[src/hdl/crbf_pkg.sv]
// Shared constants, codes and controller/datapath types for the cubic root finder.
`timescale 1ns / 1ps

package crbf_pkg;

   localparam int CoefWidth     = 24;
   localparam int RootWidth     = 32;
   localparam int MaxRoots      = 3;
   localparam int RootCntWidth  = 2;
   localparam int DigitWidth    = 16;
   localparam int TermWidth     = 64;
   localparam int QuotWidth     = 62;
   localparam int CsrIdxWidth   = 2;
   localparam int PosWidth      = 8;

   localparam int FracBitsDflt  = 24;
   localparam int ScanMinDflt   = -100;
   localparam int ScanMaxDflt   = 100;

   typedef enum logic [CsrIdxWidth-1:0] {
      CSR_COEF_CUBIC  = 2'd0,
      CSR_COEF_SQUARE = 2'd1,
      CSR_COEF_LINEAR = 2'd2,
      CSR_COEF_CONST  = 2'd3
   } csr_index_type;

   typedef enum logic [1:0] {
      XSEL_LEFT,
      XSEL_RIGHT,
      XSEL_MID
   } xsel_type;

   typedef enum logic [1:0] {
      OUT_DEGEN,
      OUT_NONE,
      OUT_ROOT
   } out_kind_type;

   typedef struct packed {
      logic         scan_init;
      logic         eval_go;
      xsel_type     eval_sel;
      logic         latch_left;
      logic         latch_right;
      logic         bis_init;
      logic         bis_step;
      logic         root_check;
      logic         scan_next;
      logic         out_load;
      out_kind_type out_kind;
   } crbf_cmd_type;

   typedef struct packed {
      logic coef_zero;
      logic eval_done;
      logic straddle;
      logic iter_last;
      logic scan_last;
      logic roots_full;
      logic roots_none;
      logic out_last;
   } crbf_status_type;

endpackage

[src/hdl/crbf_req_if.sv]
// Start request channel of the cubic root finder.
`timescale 1ns / 1ps

interface crbf_req_if;
   logic valid;
   logic ready;
   logic start_req;

   modport source (output valid, output start_req, input ready);
   modport sink   (input valid, input start_req, output ready);
endinterface

[src/hdl/crbf_rsp_if.sv]
// Result channel of the cubic root finder.
`timescale 1ns / 1ps

interface crbf_rsp_if;
   logic               valid;
   logic               ready;
   logic signed [31:0] root_value;
   logic               found;
   logic               degenerate;
   logic               last_root;

   modport source (output valid, output root_value, output found, output degenerate,
                   output last_root, input ready);
   modport sink   (input valid, input root_value, input found, input degenerate,
                   input last_root, output ready);
endinterface

[src/hdl/crbf_eval.sv]
// Horner evaluator: sign of the cubic at one point, on a shared 64x16 multiplier.
`timescale 1ns / 1ps

module crbf_eval
   import crbf_pkg::*;
#(
   parameter int FRAC_BITS = FracBitsDflt
) (
   input  logic                          clock,
   input  logic                          reset,
   input  logic                          go,
   input  logic signed [FRAC_BITS+8:0]   x,
   input  logic signed [CoefWidth-1:0]   coef_a,
   input  logic signed [CoefWidth-1:0]   coef_b,
   input  logic signed [CoefWidth-1:0]   coef_c,
   input  logic signed [CoefWidth-1:0]   coef_d,
   output logic                          done,
   output logic                          res_neg,
   output logic                          res_zero
);

   localparam int XW = FRAC_BITS + 9;
   localparam int ND = (XW + DigitWidth - 1) / DigitWidth;
   localparam int PW = ND * DigitWidth;
   localparam int AW = TermWidth + PW;
   localparam int DW = (ND > 1) ? $clog2(ND) : 1;

   typedef enum logic [1:0] {E_IDLE, E_MUL, E_ADD} est_type;

   est_type                 st_ff;
   logic [TermWidth-1:0]    tmag_ff;
   logic                    pneg_ff;
   logic                    xneg_ff;
   logic [PW-1:0]           xmag_ff;
   logic [PW-1:0]           xsh_ff;
   logic [AW-1:0]           acc_ff;
   logic [DW-1:0]           dcnt_ff;
   logic [1:0]              hstep_ff;
   logic                    done_ff;
   logic                    neg_ff;
   logic                    zero_ff;

   logic [XW-1:0]              xabs;
   logic [TermWidth-1:0]       amag;
   logic signed [TermWidth-1:0] a64;
   logic [QuotWidth-1:0]       q;
   logic signed [TermWidth-1:0] qs;
   logic signed [TermWidth-1:0] cadd;
   logic signed [TermWidth-1:0] tnew_in;
   logic [AW-1:0]              acc_in;

   always_comb begin
      xabs    = x[XW-1] ? XW'(-x) : XW'(x);
      a64     = TermWidth'(coef_a);
      amag    = a64[TermWidth-1] ? TermWidth'(-a64) : TermWidth'(a64);
      q       = acc_ff[FRAC_BITS+QuotWidth-1:FRAC_BITS];
      qs      = pneg_ff ? -signed'(TermWidth'(q)) : signed'(TermWidth'(q));
      unique case (hstep_ff)
         2'd0:    cadd = TermWidth'(coef_b);
         2'd1:    cadd = TermWidth'(coef_c);
         default: cadd = TermWidth'(coef_d);
      endcase
      tnew_in = qs + cadd;
      acc_in  = (acc_ff << DigitWidth)
              + AW'(tmag_ff * xsh_ff[PW-1 -: DigitWidth]);
   end

   always_ff @(posedge clock) begin
      if (reset) begin
         st_ff   <= E_IDLE;
         done_ff <= 1'b0;
      end else begin
         done_ff <= 1'b0;
         unique case (st_ff)
            E_IDLE: begin
               if (go) begin
                  tmag_ff  <= amag;
                  pneg_ff  <= coef_a[CoefWidth-1] ^ x[XW-1];
                  xneg_ff  <= x[XW-1];
                  xmag_ff  <= PW'(xabs);
                  xsh_ff   <= PW'(xabs);
                  acc_ff   <= '0;
                  dcnt_ff  <= '0;
                  hstep_ff <= 2'd0;
                  st_ff    <= E_MUL;
               end
            end
            E_MUL: begin
               acc_ff  <= acc_in;
               xsh_ff  <= xsh_ff << DigitWidth;
               dcnt_ff <= dcnt_ff + 1'b1;
               if (dcnt_ff == DW'(ND - 1)) st_ff <= E_ADD;
            end
            E_ADD: begin
               tmag_ff <= tnew_in[TermWidth-1] ? TermWidth'(-tnew_in) : TermWidth'(tnew_in);
               pneg_ff <= tnew_in[TermWidth-1] ^ xneg_ff;
               if (hstep_ff == 2'd2) begin
                  done_ff <= 1'b1;
                  neg_ff  <= tnew_in[TermWidth-1];
                  zero_ff <= (tnew_in == '0);
                  st_ff   <= E_IDLE;
               end else begin
                  hstep_ff <= hstep_ff + 1'b1;
                  xsh_ff   <= xmag_ff;
                  acc_ff   <= '0;
                  dcnt_ff  <= '0;
                  st_ff    <= E_MUL;
               end
            end
            default: st_ff <= E_IDLE;
         endcase
      end
   end

   assign done     = done_ff;
   assign res_neg  = neg_ff;
   assign res_zero = zero_ff;

   a_done_after_add: assert property (@(posedge clock) disable iff (reset)
      done_ff |-> $past(st_ff == E_ADD))
      else $error("evaluator done without final add");

   a_go_only_idle: assert property (@(posedge clock) disable iff (reset)
      (go && st_ff != E_IDLE) |-> 1'b0)
      else $error("evaluator started while busy");

   a_hstep_range: assert property (@(posedge clock) disable iff (reset)
      (st_ff != E_IDLE) |-> (hstep_ff != 2'd3))
      else $error("Horner step out of range");

endmodule

[src/hdl/crbf_datapath.sv]
// Datapath: coefficients, scan and bisection bounds, kept roots and result register.
`timescale 1ns / 1ps

module crbf_datapath
   import crbf_pkg::*;
#(
   parameter int FRAC_BITS = FracBitsDflt,
   parameter int SCAN_MIN  = ScanMinDflt,
   parameter int SCAN_MAX  = ScanMaxDflt
) (
   input  logic                          clock,
   input  logic                          reset,
   input  logic                          csr_we,
   input  logic [CsrIdxWidth-1:0]        csr_index,
   input  logic [CoefWidth-1:0]          csr_wdata,
   input  crbf_cmd_type                  cmd,
   output crbf_status_type               status,
   output logic signed [RootWidth-1:0]   root_value,
   output logic                          found,
   output logic                          degenerate,
   output logic                          last_root
);

   localparam int XW = FRAC_BITS + 9;
   localparam int IW = $clog2(FRAC_BITS);

   logic signed [CoefWidth-1:0] coef_a_ff, coef_b_ff, coef_c_ff, coef_d_ff;
   logic signed [PosWidth-1:0]  pos_ff;
   logic signed [XW-1:0]        lo_ff, hi_ff, mlast_ff, kept_ff;
   logic                        have_ff;
   logic [IW-1:0]               iter_ff;
   logic                        sl_neg_ff, sl_zero_ff, sr_neg_ff, sr_zero_ff;
   logic                        sb_neg_ff, sb_zero_ff;
   logic [RootCntWidth-1:0]     nroot_ff, oidx_ff;
   logic [RootWidth-1:0]        roots_ff [MaxRoots];
   logic [RootWidth-1:0]        rval_ff;
   logic                        found_ff, degen_ff, last_ff;

   logic signed [XW-1:0]        one;
   logic signed [XW-1:0]        x_left, x_right, x_mid, x_sel;
   logic signed [PosWidth:0]    pos_p1;
   logic signed [XW:0]          rdiff;
   logic [XW:0]                 rmag;
   logic                        far;
   logic signed [TermWidth-1:0] m64;
   logic                        ev_done, ev_neg, ev_zero;
   logic                        take_m;

   always_comb begin
      one     = XW'(1) << FRAC_BITS;
      pos_p1  = {pos_ff[PosWidth-1], pos_ff} + (PosWidth+1)'(1);
      x_left  = XW'(pos_ff) <<< FRAC_BITS;
      x_right = XW'(pos_p1) <<< FRAC_BITS;
      x_mid   = lo_ff + XW'((hi_ff - lo_ff) >>> 1);
      unique case (cmd.eval_sel)
         XSEL_LEFT:  x_sel = x_left;
         XSEL_RIGHT: x_sel = x_right;
         default:    x_sel = x_mid;
      endcase
      rdiff = {mlast_ff[XW-1], mlast_ff} - {kept_ff[XW-1], kept_ff};
      rmag  = rdiff[XW] ? (XW+1)'(-rdiff) : (XW+1)'(rdiff);
      far   = rmag >= {1'b0, one};
      m64   = TermWidth'(mlast_ff);
      // a product of signs <= 0 moves the upper bound
      take_m = sb_zero_ff || ev_zero || (sb_neg_ff != ev_neg);
   end

   crbf_eval #(.FRAC_BITS(FRAC_BITS)) u_eval (
      .clock    (clock),
      .reset    (reset),
      .go       (cmd.eval_go),
      .x        (x_sel),
      .coef_a   (coef_a_ff),
      .coef_b   (coef_b_ff),
      .coef_c   (coef_c_ff),
      .coef_d   (coef_d_ff),
      .done     (ev_done),
      .res_neg  (ev_neg),
      .res_zero (ev_zero)
   );

   always_ff @(posedge clock) begin
      if (reset) begin
         coef_a_ff <= '0;
         coef_b_ff <= '0;
         coef_c_ff <= '0;
         coef_d_ff <= '0;
         pos_ff    <= PosWidth'(SCAN_MIN);
         have_ff   <= 1'b0;
         kept_ff   <= '0;
         iter_ff   <= '0;
         nroot_ff  <= '0;
         oidx_ff   <= '0;
      end else begin
         if (csr_we) begin
            unique case (csr_index_type'(csr_index))
               CSR_COEF_CUBIC:  coef_a_ff <= csr_wdata;
               CSR_COEF_SQUARE: coef_b_ff <= csr_wdata;
               CSR_COEF_LINEAR: coef_c_ff <= csr_wdata;
               CSR_COEF_CONST:  coef_d_ff <= csr_wdata;
               default: ;
            endcase
         end
         if (cmd.scan_init) begin
            pos_ff   <= PosWidth'(SCAN_MIN);
            have_ff  <= 1'b0;
            kept_ff  <= '0;
            nroot_ff <= '0;
            oidx_ff  <= '0;
         end
         if (cmd.latch_left && ev_done) begin
            sl_neg_ff  <= ev_neg;
            sl_zero_ff <= ev_zero;
         end
         if (cmd.latch_right && ev_done) begin
            sr_neg_ff  <= ev_neg;
            sr_zero_ff <= ev_zero;
         end
         if (cmd.bis_init) begin
            lo_ff      <= x_left;
            hi_ff      <= x_right;
            iter_ff    <= '0;
            sb_neg_ff  <= sl_neg_ff;
            sb_zero_ff <= sl_zero_ff;
         end
         if (cmd.bis_step && ev_done) begin
            mlast_ff <= x_mid;
            iter_ff  <= iter_ff + 1'b1;
            if (take_m) begin
               hi_ff <= x_mid;
            end else begin
               lo_ff      <= x_mid;
               sb_neg_ff  <= ev_neg;
               sb_zero_ff <= ev_zero;
            end
         end
         if (cmd.root_check && (!have_ff || far)) begin
            roots_ff[nroot_ff] <= m64[RootWidth-1:0];
            nroot_ff           <= nroot_ff + 1'b1;
            kept_ff            <= mlast_ff;
            have_ff            <= 1'b1;
         end
         if (cmd.scan_next) begin
            pos_ff     <= pos_p1[PosWidth-1:0];
            sl_neg_ff  <= sr_neg_ff;
            sl_zero_ff <= sr_zero_ff;
         end
         if (cmd.out_load) begin
            unique case (cmd.out_kind)
               OUT_DEGEN: begin
                  rval_ff  <= '0;
                  found_ff <= 1'b0;
                  degen_ff <= 1'b1;
                  last_ff  <= 1'b1;
               end
               OUT_NONE: begin
                  rval_ff  <= '0;
                  found_ff <= 1'b0;
                  degen_ff <= 1'b0;
                  last_ff  <= 1'b1;
               end
               default: begin
                  rval_ff  <= roots_ff[oidx_ff];
                  found_ff <= 1'b1;
                  degen_ff <= 1'b0;
                  last_ff  <= (oidx_ff + 1'b1 == nroot_ff);
                  oidx_ff  <= oidx_ff + 1'b1;
               end
            endcase
         end
      end
   end

   always_comb begin
      status.coef_zero  = (coef_a_ff == '0) && (coef_b_ff == '0)
                       && (coef_c_ff == '0) && (coef_d_ff == '0);
      status.eval_done  = ev_done;
      status.straddle   = sl_zero_ff || sr_zero_ff || (sl_neg_ff != sr_neg_ff);
      status.iter_last  = (iter_ff == IW'(FRAC_BITS - 1));
      status.scan_last  = (pos_ff == PosWidth'(SCAN_MAX));
      status.roots_full = (nroot_ff == RootCntWidth'(MaxRoots));
      status.roots_none = (nroot_ff == '0);
      status.out_last   = last_ff;
   end

   assign root_value = rval_ff;
   assign found      = found_ff;
   assign degenerate = degen_ff;
   assign last_root  = last_ff;

   a_root_cnt: assert property (@(posedge clock) disable iff (reset)
      nroot_ff <= RootCntWidth'(MaxRoots))
      else $error("kept root count overflow");

   a_check_room: assert property (@(posedge clock) disable iff (reset)
      cmd.root_check |-> (nroot_ff < RootCntWidth'(MaxRoots)))
      else $error("root check with full root list");

   a_bounds_order: assert property (@(posedge clock) disable iff (reset)
      (cmd.bis_step && ev_done) |=> (hi_ff > lo_ff))
      else $error("bisection bounds crossed");

endmodule

[src/hdl/crbf_ctrl.sv]
// Controller: sequences scan, bisection, root check and result delivery.
`timescale 1ns / 1ps

module crbf_ctrl
   import crbf_pkg::*;
(
   input  logic            clock,
   input  logic            reset,
   input  logic            req_valid,
   output logic            req_ready,
   input  logic            req_start,
   output logic            rsp_valid,
   input  logic            rsp_ready,
   input  crbf_status_type status,
   output crbf_cmd_type    cmd
);

   typedef enum logic [3:0] {
      S_IDLE,
      S_FIRST_GO,
      S_FIRST_WAIT,
      S_RIGHT_GO,
      S_RIGHT_WAIT,
      S_DECIDE,
      S_BIS_GO,
      S_BIS_WAIT,
      S_CHECK,
      S_NEXT,
      S_EMIT
   } state_type;

   state_type state_ff;
   logic      rsp_valid_ff;

   always_comb begin
      cmd = '0;
      cmd.eval_sel = XSEL_MID;
      cmd.out_kind = OUT_ROOT;
      unique case (state_ff)
         S_IDLE: begin
            if (req_valid && req_start) begin
               if (status.coef_zero) begin
                  cmd.out_load = 1'b1;
                  cmd.out_kind = OUT_DEGEN;
               end else begin
                  cmd.scan_init = 1'b1;
               end
            end
         end
         S_FIRST_GO: begin
            cmd.eval_go  = 1'b1;
            cmd.eval_sel = XSEL_LEFT;
         end
         S_FIRST_WAIT: cmd.latch_left  = 1'b1;
         S_RIGHT_GO: begin
            cmd.eval_go  = 1'b1;
            cmd.eval_sel = XSEL_RIGHT;
         end
         S_RIGHT_WAIT: cmd.latch_right = 1'b1;
         S_DECIDE:     cmd.bis_init    = status.straddle;
         S_BIS_GO: begin
            cmd.eval_go  = 1'b1;
            cmd.eval_sel = XSEL_MID;
         end
         S_BIS_WAIT:   cmd.bis_step    = 1'b1;
         S_CHECK:      cmd.root_check  = 1'b1;
         S_NEXT: begin
            if (status.roots_full || status.scan_last) begin
               cmd.out_load = 1'b1;
               cmd.out_kind = status.roots_none ? OUT_NONE : OUT_ROOT;
            end else begin
               cmd.scan_next = 1'b1;
            end
         end
         S_EMIT: begin
            if (rsp_ready && !status.out_last) cmd.out_load = 1'b1;
         end
         default: ;
      endcase
   end

   always_ff @(posedge clock) begin
      if (reset) begin
         state_ff     <= S_IDLE;
         rsp_valid_ff <= 1'b0;
      end else begin
         unique case (state_ff)
            S_IDLE: begin
               if (req_valid && req_start) begin
                  if (status.coef_zero) begin
                     state_ff     <= S_EMIT;
                     rsp_valid_ff <= 1'b1;
                  end else begin
                     state_ff <= S_FIRST_GO;
                  end
               end
            end
            S_FIRST_GO:   state_ff <= S_FIRST_WAIT;
            S_FIRST_WAIT: if (status.eval_done) state_ff <= S_RIGHT_GO;
            S_RIGHT_GO:   state_ff <= S_RIGHT_WAIT;
            S_RIGHT_WAIT: if (status.eval_done) state_ff <= S_DECIDE;
            S_DECIDE:     state_ff <= status.straddle ? S_BIS_GO : S_NEXT;
            S_BIS_GO:     state_ff <= S_BIS_WAIT;
            S_BIS_WAIT: begin
               if (status.eval_done) state_ff <= status.iter_last ? S_CHECK : S_BIS_GO;
            end
            S_CHECK:      state_ff <= S_NEXT;
            S_NEXT: begin
               if (status.roots_full || status.scan_last) begin
                  state_ff     <= S_EMIT;
                  rsp_valid_ff <= 1'b1;
               end else begin
                  state_ff <= S_RIGHT_GO;
               end
            end
            S_EMIT: begin
               if (rsp_ready && status.out_last) begin
                  state_ff     <= S_IDLE;
                  rsp_valid_ff <= 1'b0;
               end
            end
            default: state_ff <= S_IDLE;
         endcase
      end
   end

   assign req_ready = (state_ff == S_IDLE);
   assign rsp_valid = rsp_valid_ff;

   a_valid_in_emit: assert property (@(posedge clock) disable iff (reset)
      rsp_valid_ff |-> (state_ff == S_EMIT))
      else $error("result valid outside delivery");

   a_no_accept_busy: assert property (@(posedge clock) disable iff (reset)
      rsp_valid_ff |-> !req_ready)
      else $error("request taken while results pending");

   a_emit_loaded: assert property (@(posedge clock) disable iff (reset)
      $rose(rsp_valid_ff) |-> $past(cmd.out_load))
      else $error("result shown without payload load");

endmodule

[src/hdl/cubic_root_bisection_finder_core.sv]
// Top level of the cubic root finder: controller, datapath and channel hookup.
`timescale 1ns / 1ps

// A start item (start_req = 1) searches a*x^3+b*x^2+c*x+d for real roots over the
// unit intervals SCAN_MIN..SCAN_MAX, bisecting FRAC_BITS times in each interval
// whose end signs differ or touch zero; up to three roots at least 1 apart come
// out in ascending order, the last flagged, or one result with found = 0
// (degenerate = 1 when all coefficients are zero). Each point evaluation feeds
// x, in ND = ceil((FRAC_BITS+9)/16) digits of 16 bits, through the single 64x16
// multiplier of the Horner evaluator. A search costs at most (SCAN_MAX-SCAN_MIN+2)
// evaluations, one per interval end, and FRAC_BITS evaluations per bisected
// interval. A start_req = 0 item or an all-zero polynomial finishes without a
// search.
// Items are taken only while the block is idle: no search running and no result
// pending.
module cubic_root_bisection_finder_core
   import crbf_pkg::*;
#(
   parameter int FRAC_BITS = FracBitsDflt,
   parameter int SCAN_MIN  = ScanMinDflt,
   parameter int SCAN_MAX  = ScanMaxDflt
) (
   input  logic                   clock,
   input  logic                   reset,
   crbf_req_if.sink               req,
   crbf_rsp_if.source             rsp,
   input  logic                   csr_we,
   input  logic [CsrIdxWidth-1:0] csr_index,
   input  logic [CoefWidth-1:0]   csr_wdata
);

   crbf_cmd_type    cmd;
   crbf_status_type status;

   crbf_ctrl u_ctrl (
      .clock     (clock),
      .reset     (reset),
      .req_valid (req.valid),
      .req_ready (req.ready),
      .req_start (req.start_req),
      .rsp_valid (rsp.valid),
      .rsp_ready (rsp.ready),
      .status    (status),
      .cmd       (cmd)
   );

   crbf_datapath #(
      .FRAC_BITS (FRAC_BITS),
      .SCAN_MIN  (SCAN_MIN),
      .SCAN_MAX  (SCAN_MAX)
   ) u_datapath (
      .clock      (clock),
      .reset      (reset),
      .csr_we     (csr_we),
      .csr_index  (csr_index),
      .csr_wdata  (csr_wdata),
      .cmd        (cmd),
      .status     (status),
      .root_value (rsp.root_value),
      .found      (rsp.found),
      .degenerate (rsp.degenerate),
      .last_root  (rsp.last_root)
   );

endmodule

[src/flat_wrapper.sv]
// flat-port wrapper written by rule: the top's interface ports become plain ports
module cubic_root_bisection_finder_core_flat import crbf_pkg::*;
#(
   parameter int FRAC_BITS = FracBitsDflt,
   parameter int SCAN_MIN  = ScanMinDflt,
   parameter int SCAN_MAX  = ScanMaxDflt
)
  (clock, reset, csr_we, csr_index, csr_wdata, req_valid, req_start_req, req_ready, rsp_valid, rsp_root_value, rsp_found, rsp_degenerate, rsp_last_root, rsp_ready);
  crbf_req_if req_i ();
  crbf_rsp_if rsp_i ();
  input  logic clock;
  input  logic reset;
  input  logic csr_we;
  input  logic [CsrIdxWidth-1:0] csr_index;
  input  logic [CoefWidth-1:0] csr_wdata;
  input wire logic [$bits(req_i.valid)-1:0] req_valid;
  input wire logic [$bits(req_i.start_req)-1:0] req_start_req;
  output wire logic [$bits(req_i.ready)-1:0] req_ready;
  output wire logic [$bits(rsp_i.valid)-1:0] rsp_valid;
  output wire logic [$bits(rsp_i.root_value)-1:0] rsp_root_value;
  output wire logic [$bits(rsp_i.found)-1:0] rsp_found;
  output wire logic [$bits(rsp_i.degenerate)-1:0] rsp_degenerate;
  output wire logic [$bits(rsp_i.last_root)-1:0] rsp_last_root;
  input wire logic [$bits(rsp_i.ready)-1:0] rsp_ready;
  assign req_i.valid = req_valid;
  assign req_i.start_req = req_start_req;
  assign req_ready = req_i.ready;
  assign rsp_valid = rsp_i.valid;
  assign rsp_root_value = rsp_i.root_value;
  assign rsp_found = rsp_i.found;
  assign rsp_degenerate = rsp_i.degenerate;
  assign rsp_last_root = rsp_i.last_root;
  assign rsp_i.ready = rsp_ready;
  cubic_root_bisection_finder_core #(.FRAC_BITS(FRAC_BITS), .SCAN_MIN(SCAN_MIN), .SCAN_MAX(SCAN_MAX)) u_core (.clock(clock), .reset(reset), .req(req_i), .rsp(rsp_i), .csr_we(csr_we), .csr_index(csr_index), .csr_wdata(csr_wdata));
endmodule
[config.mk]
export PLATFORM = sky130hd
export DESIGN_NAME = cubic_root_bisection_finder_core_flat
export DESIGN_NICKNAME = d
export VERILOG_FILES = /design/src/hdl/crbf_pkg.sv /design/src/hdl/crbf_req_if.sv /design/src/hdl/crbf_rsp_if.sv /design/src/hdl/crbf_eval.sv /design/src/hdl/crbf_datapath.sv /design/src/hdl/crbf_ctrl.sv /design/src/hdl/cubic_root_bisection_finder_core.sv /design/src/flat_wrapper.sv
export SDC_FILE = /design/constraint.sdc
export NUM_CORES = 2
export LEC_CHECK = 0
export ABC_CLOCK_PERIOD_IN_PS = 30400
export BUFFER_PORTS_ARGS = -buffer_cell sky130_fd_sc_hd__buf_2
export CAP_MARGIN = 10
export CORE_AREA = 10 10 376 378
export CTS_BUF_LIST = sky130_fd_sc_hd__clkbuf_2
export DETAILED_ROUTE_END_ITERATION = 7
export DIE_AREA = 0 0 386 388
export GPL_ROUTABILITY_DRIVEN = 0
export MAX_ROUTING_LAYER = met4
export PLACE_DENSITY = 0.8
export SLEW_MARGIN = 10
export SYNTH_ARGS = -nofsm -noshare
export SYNTH_HDL_FRONTEND = slang
export SYNTH_SLANG_ARGS = --single-unit
[constraint.sdc]
create_clock -name clock -period 30.4 [get_ports clock]
set_clock_uncertainty 0.15 [all_clocks]
set_input_delay 1.52 -clock clock [delete_from_list [all_inputs] [get_ports clock]]
set_output_delay 1.52 -clock clock [all_outputs]
set_load 0.01 [all_outputs]
==> results.cfg <==
[routing]
via_per_inst = 5.89
dr.first_iter.drc_count = 5764
drc = 0
vias = 59972
wl_per_cell_um = 19.6
ant_nets = 0
wl_um = 199000
drt_pre_antenna_iters = 7

[timing]
worst_slew_pin_slew_ps = 1140
post-route-min-period_ps = 9170
finalSetupViolCount = 0
post-route-period-util_pct = 30.2
slew_violations = 0
tns_ps = 0
fmax_mhz = 109
hold_viol = 0
max-slew-margin-rel_pct = 23.8
rsz0062_at_grt = false

[synthesis]
syn_inst = 8352
yosysSeqAreaShare_pct = 23.8
synth_commonest_cells = inv_1, nand2_1, fa_1
yosys.area.top_type = fa_1
synthFlopType = edfxtp_1
syn-num-nets = 9665
async_flop_share_pct = 0
synthDistinctLibCells = 94
yosysMostFrequentCell = inv_1
syn_area_um2 = 73100
ys_top_cells_by_area = fa_1, edfxtp_1, inv_1
synth.avg_cell_area_um2 = 8.75
synth_top_area_share_pct = 25.6
ys_seq_elements = 630
synth_edf_count = 475
yosys_warnings = 0

[place]
numPortBuffers = 68
dpl.hpwl_um = 150000
place_inst = 9849

[die]
ios = 69
rows = 134
fp.dieW_um = 386
start_util_pct = 54.8
die_area_um2 = 150000
die_y_um = 388
coreArea_um2 = 133000

[clock_tree]
cts.sinks = 630
clkSlewWorstSetupHoldPaths_ps = 120
clk_latency_ps = 1520
htreeDepth = 4
postCtsSetupBuffers = 0
cts_tree = done
cts_made_buffers = 165
cts_buffer_depth = 3
cts_root_buffer = clkbuf_2

[min_path]
whs_path_depth = 3
hp-class = in -> reg
worstHoldStart = csr_wdata[3]
hold_end = u_core.u_datapath.coef_c_ff[3]$_SDFFE_PP0P_

[layout]
final_cells = 10180
areaGrowthSynthToFinish_pct = 4.86
drive_above_1_share_pct = 5.88
fin_nets = 9579

[global_route]
grt_max_degree = 81
grt_pass1_vias = 61378
grt_util_all_layers_pct = 27.4
grt_overflow = 0
grt_pass1_wl_um = 324000
antenna_found_initial = 4

[setup_path]
rr_endpoint = u_core.u_datapath.u_eval.acc_ff[82]$_SDFFCE_PN0P_
cp-end-kind = flip-flop
rr_worst_depth = 27
r2r-start = u_core.u_datapath.u_eval.xsh_ff[33]$_DFFE_PP_
cp_common_cell = fa_1
critPathSlowestCell = a2111oi_0
path_max_fanout = 64
rrSetupSlack_ps = 21230
path_class = reg -> reg
critPathLaunchType = flip-flop
worstPathArrival_ps = 10300
worstPathRequired_ps = 31530
crit_path_max_incr_delay_ps = 840

[flow_run]
maxCapViolations = 0

[status]
status = finished, final reports clean
[placed cells by master, fill, tap and decap left out, drive strengths merged, types with 243 or more instances in the layout]
master,n
ha,347
o21ai,254
a21oi,475
xnor2,243
nand2,1384
inv,1423
and2,368
nor2,429
fa,934
edfxtp,475
[what timing repair did]
| item | CTS | global route |
|---|---|---|
| endpoints found under the hold margin | 29 | 0 |
| hold buffers | 17 | 0 |
| resized for setup | 0 | 0 |
[logic make-up (layout without fill, tap and decap cells)]
family                   count (synthesis)  count (layout)  synth area share [%]
AND/OR/NAND/NOR                       2752            2752                  17.3
buffers and inverters                 1828            1881                  9.44
AO/OA/AOI/OAI                         1404            1404                  12.3
adder cells (fa/ha/maj)               1281            1281                  31.5
flip-flops                             630             630                  23.8
XOR/XNOR                               361             361                  4.34
multiplexers                            96              96                  1.32
other                                    0               7                     0
[worst max path at each step]
| stage | cells after the start | endpoint | start |
|---|---|---|---|
| 2_1_floorplan | 2 | u_core.u_datapath.u_eval.acc_ff[0]$_SDFFCE_PN0P_ | reset |
| 3_3_place_gp | 27 | u_core.u_datapath.u_eval.acc_ff[76]$_SDFFCE_PN0P_ | u_core.u_datapath.u_eval.xsh_ff[33]$_DFFE_PP_ |
| 3_5_place_dp | 27 | u_core.u_datapath.u_eval.acc_ff[76]$_SDFFCE_PN0P_ | u_core.u_datapath.u_eval.xsh_ff[33]$_DFFE_PP_ |
| 4_1_cts | 27 | u_core.u_datapath.u_eval.acc_ff[76]$_SDFFCE_PN0P_ | u_core.u_datapath.u_eval.xsh_ff[33]$_DFFE_PP_ |
| 5_1_grt | 28 | u_core.u_datapath.u_eval.acc_ff[85]$_SDFFCE_PN0P_ | u_core.u_datapath.u_eval.xsh_ff[33]$_DFFE_PP_ |
| 6_report | 27 | u_core.u_datapath.u_eval.acc_ff[82]$_SDFFCE_PN0P_ | u_core.u_datapath.u_eval.xsh_ff[33]$_DFFE_PP_ |
[flip-flops by register name, indices dropped and copies added, names as in the netlist, 4 cells and up]
register and flops:
u_core.u_ctrl.state_ff 4, u_core.u_datapath.mlast_ff 33, u_core.u_datapath.coef_c_ff 24, u_core.u_datapath.u_eval.tmag_ff 64
u_core.u_datapath.roots_ff 96, u_core.u_datapath.root_value 32, u_core.u_datapath.pos_ff 8, u_core.u_datapath.u_eval.xmag_ff 33
u_core.u_datapath.coef_b_ff 24, u_core.u_datapath.coef_a_ff 24, u_core.u_datapath.iter_ff 5, u_core.u_datapath.u_eval.acc_ff 86
u_core.u_datapath.u_eval.xsh_ff 48, u_core.u_datapath.lo_ff 33, u_core.u_datapath.coef_d_ff 24, u_core.u_datapath.kept_ff 33
u_core.u_datapath.hi_ff 33
[stage by stage]
stage / utilization [%] / setup slack, ps / hold WS [ps] / cell area, µm²
3_3_place_gp: 56.0 / 21570 / 285 / 74700
2_1_floorplan: - / 6210 / 273 / 73100
6_report: 57.5 / 21230 / 184 / 76700
5_1_grt: 57.5 / 20810 / 98.8 / 76700
4_1_cts: 57.5 / 21420 / 42.4 / 76600
3_5_place_dp: 56.0 / 21460 / 303 / 74700
[metal layers]
layer  part of all wire (%)  GRT usage, %  vias up
li1                       -             -    26952
met1                     37          33.6    29105
met2                     47          43.5     3199
met3                    9.7          4.95      716
met4                    5.5          13.4        0
met5                      0             -        -
[cell type report]
| type | instances | area [µm²] |
|---|---|---|
| Sequential cell | 630 | 17400 |
| Tap cell | 1768 | 2210 |
| Clock buffer | 223 | 1120 |
| Clock inverter | 83 | 603 |
| Inverter | 1416 | 5320 |
| Timing Repair Buffer | 159 | 1090 |
| Fill cell | 11353 | 56600 |
| Multi-Input combinational cell | 5894 | 48900 |
| Antenna cell | 7 | 17.5 |
[worst max-delay path, delay by kind of cell, from the launching register on]
kind	cells	cell delay (ps)
flops	1	330
fa+ha+maj	7	3460
buf+inv	6	930
mux	1	220
compound gates	12	3670
simple gates	1	200
Power is left out: the tool's default activity adds up to more than one toggle a clock period on the data nets, which glitch-free logic cannot reach.
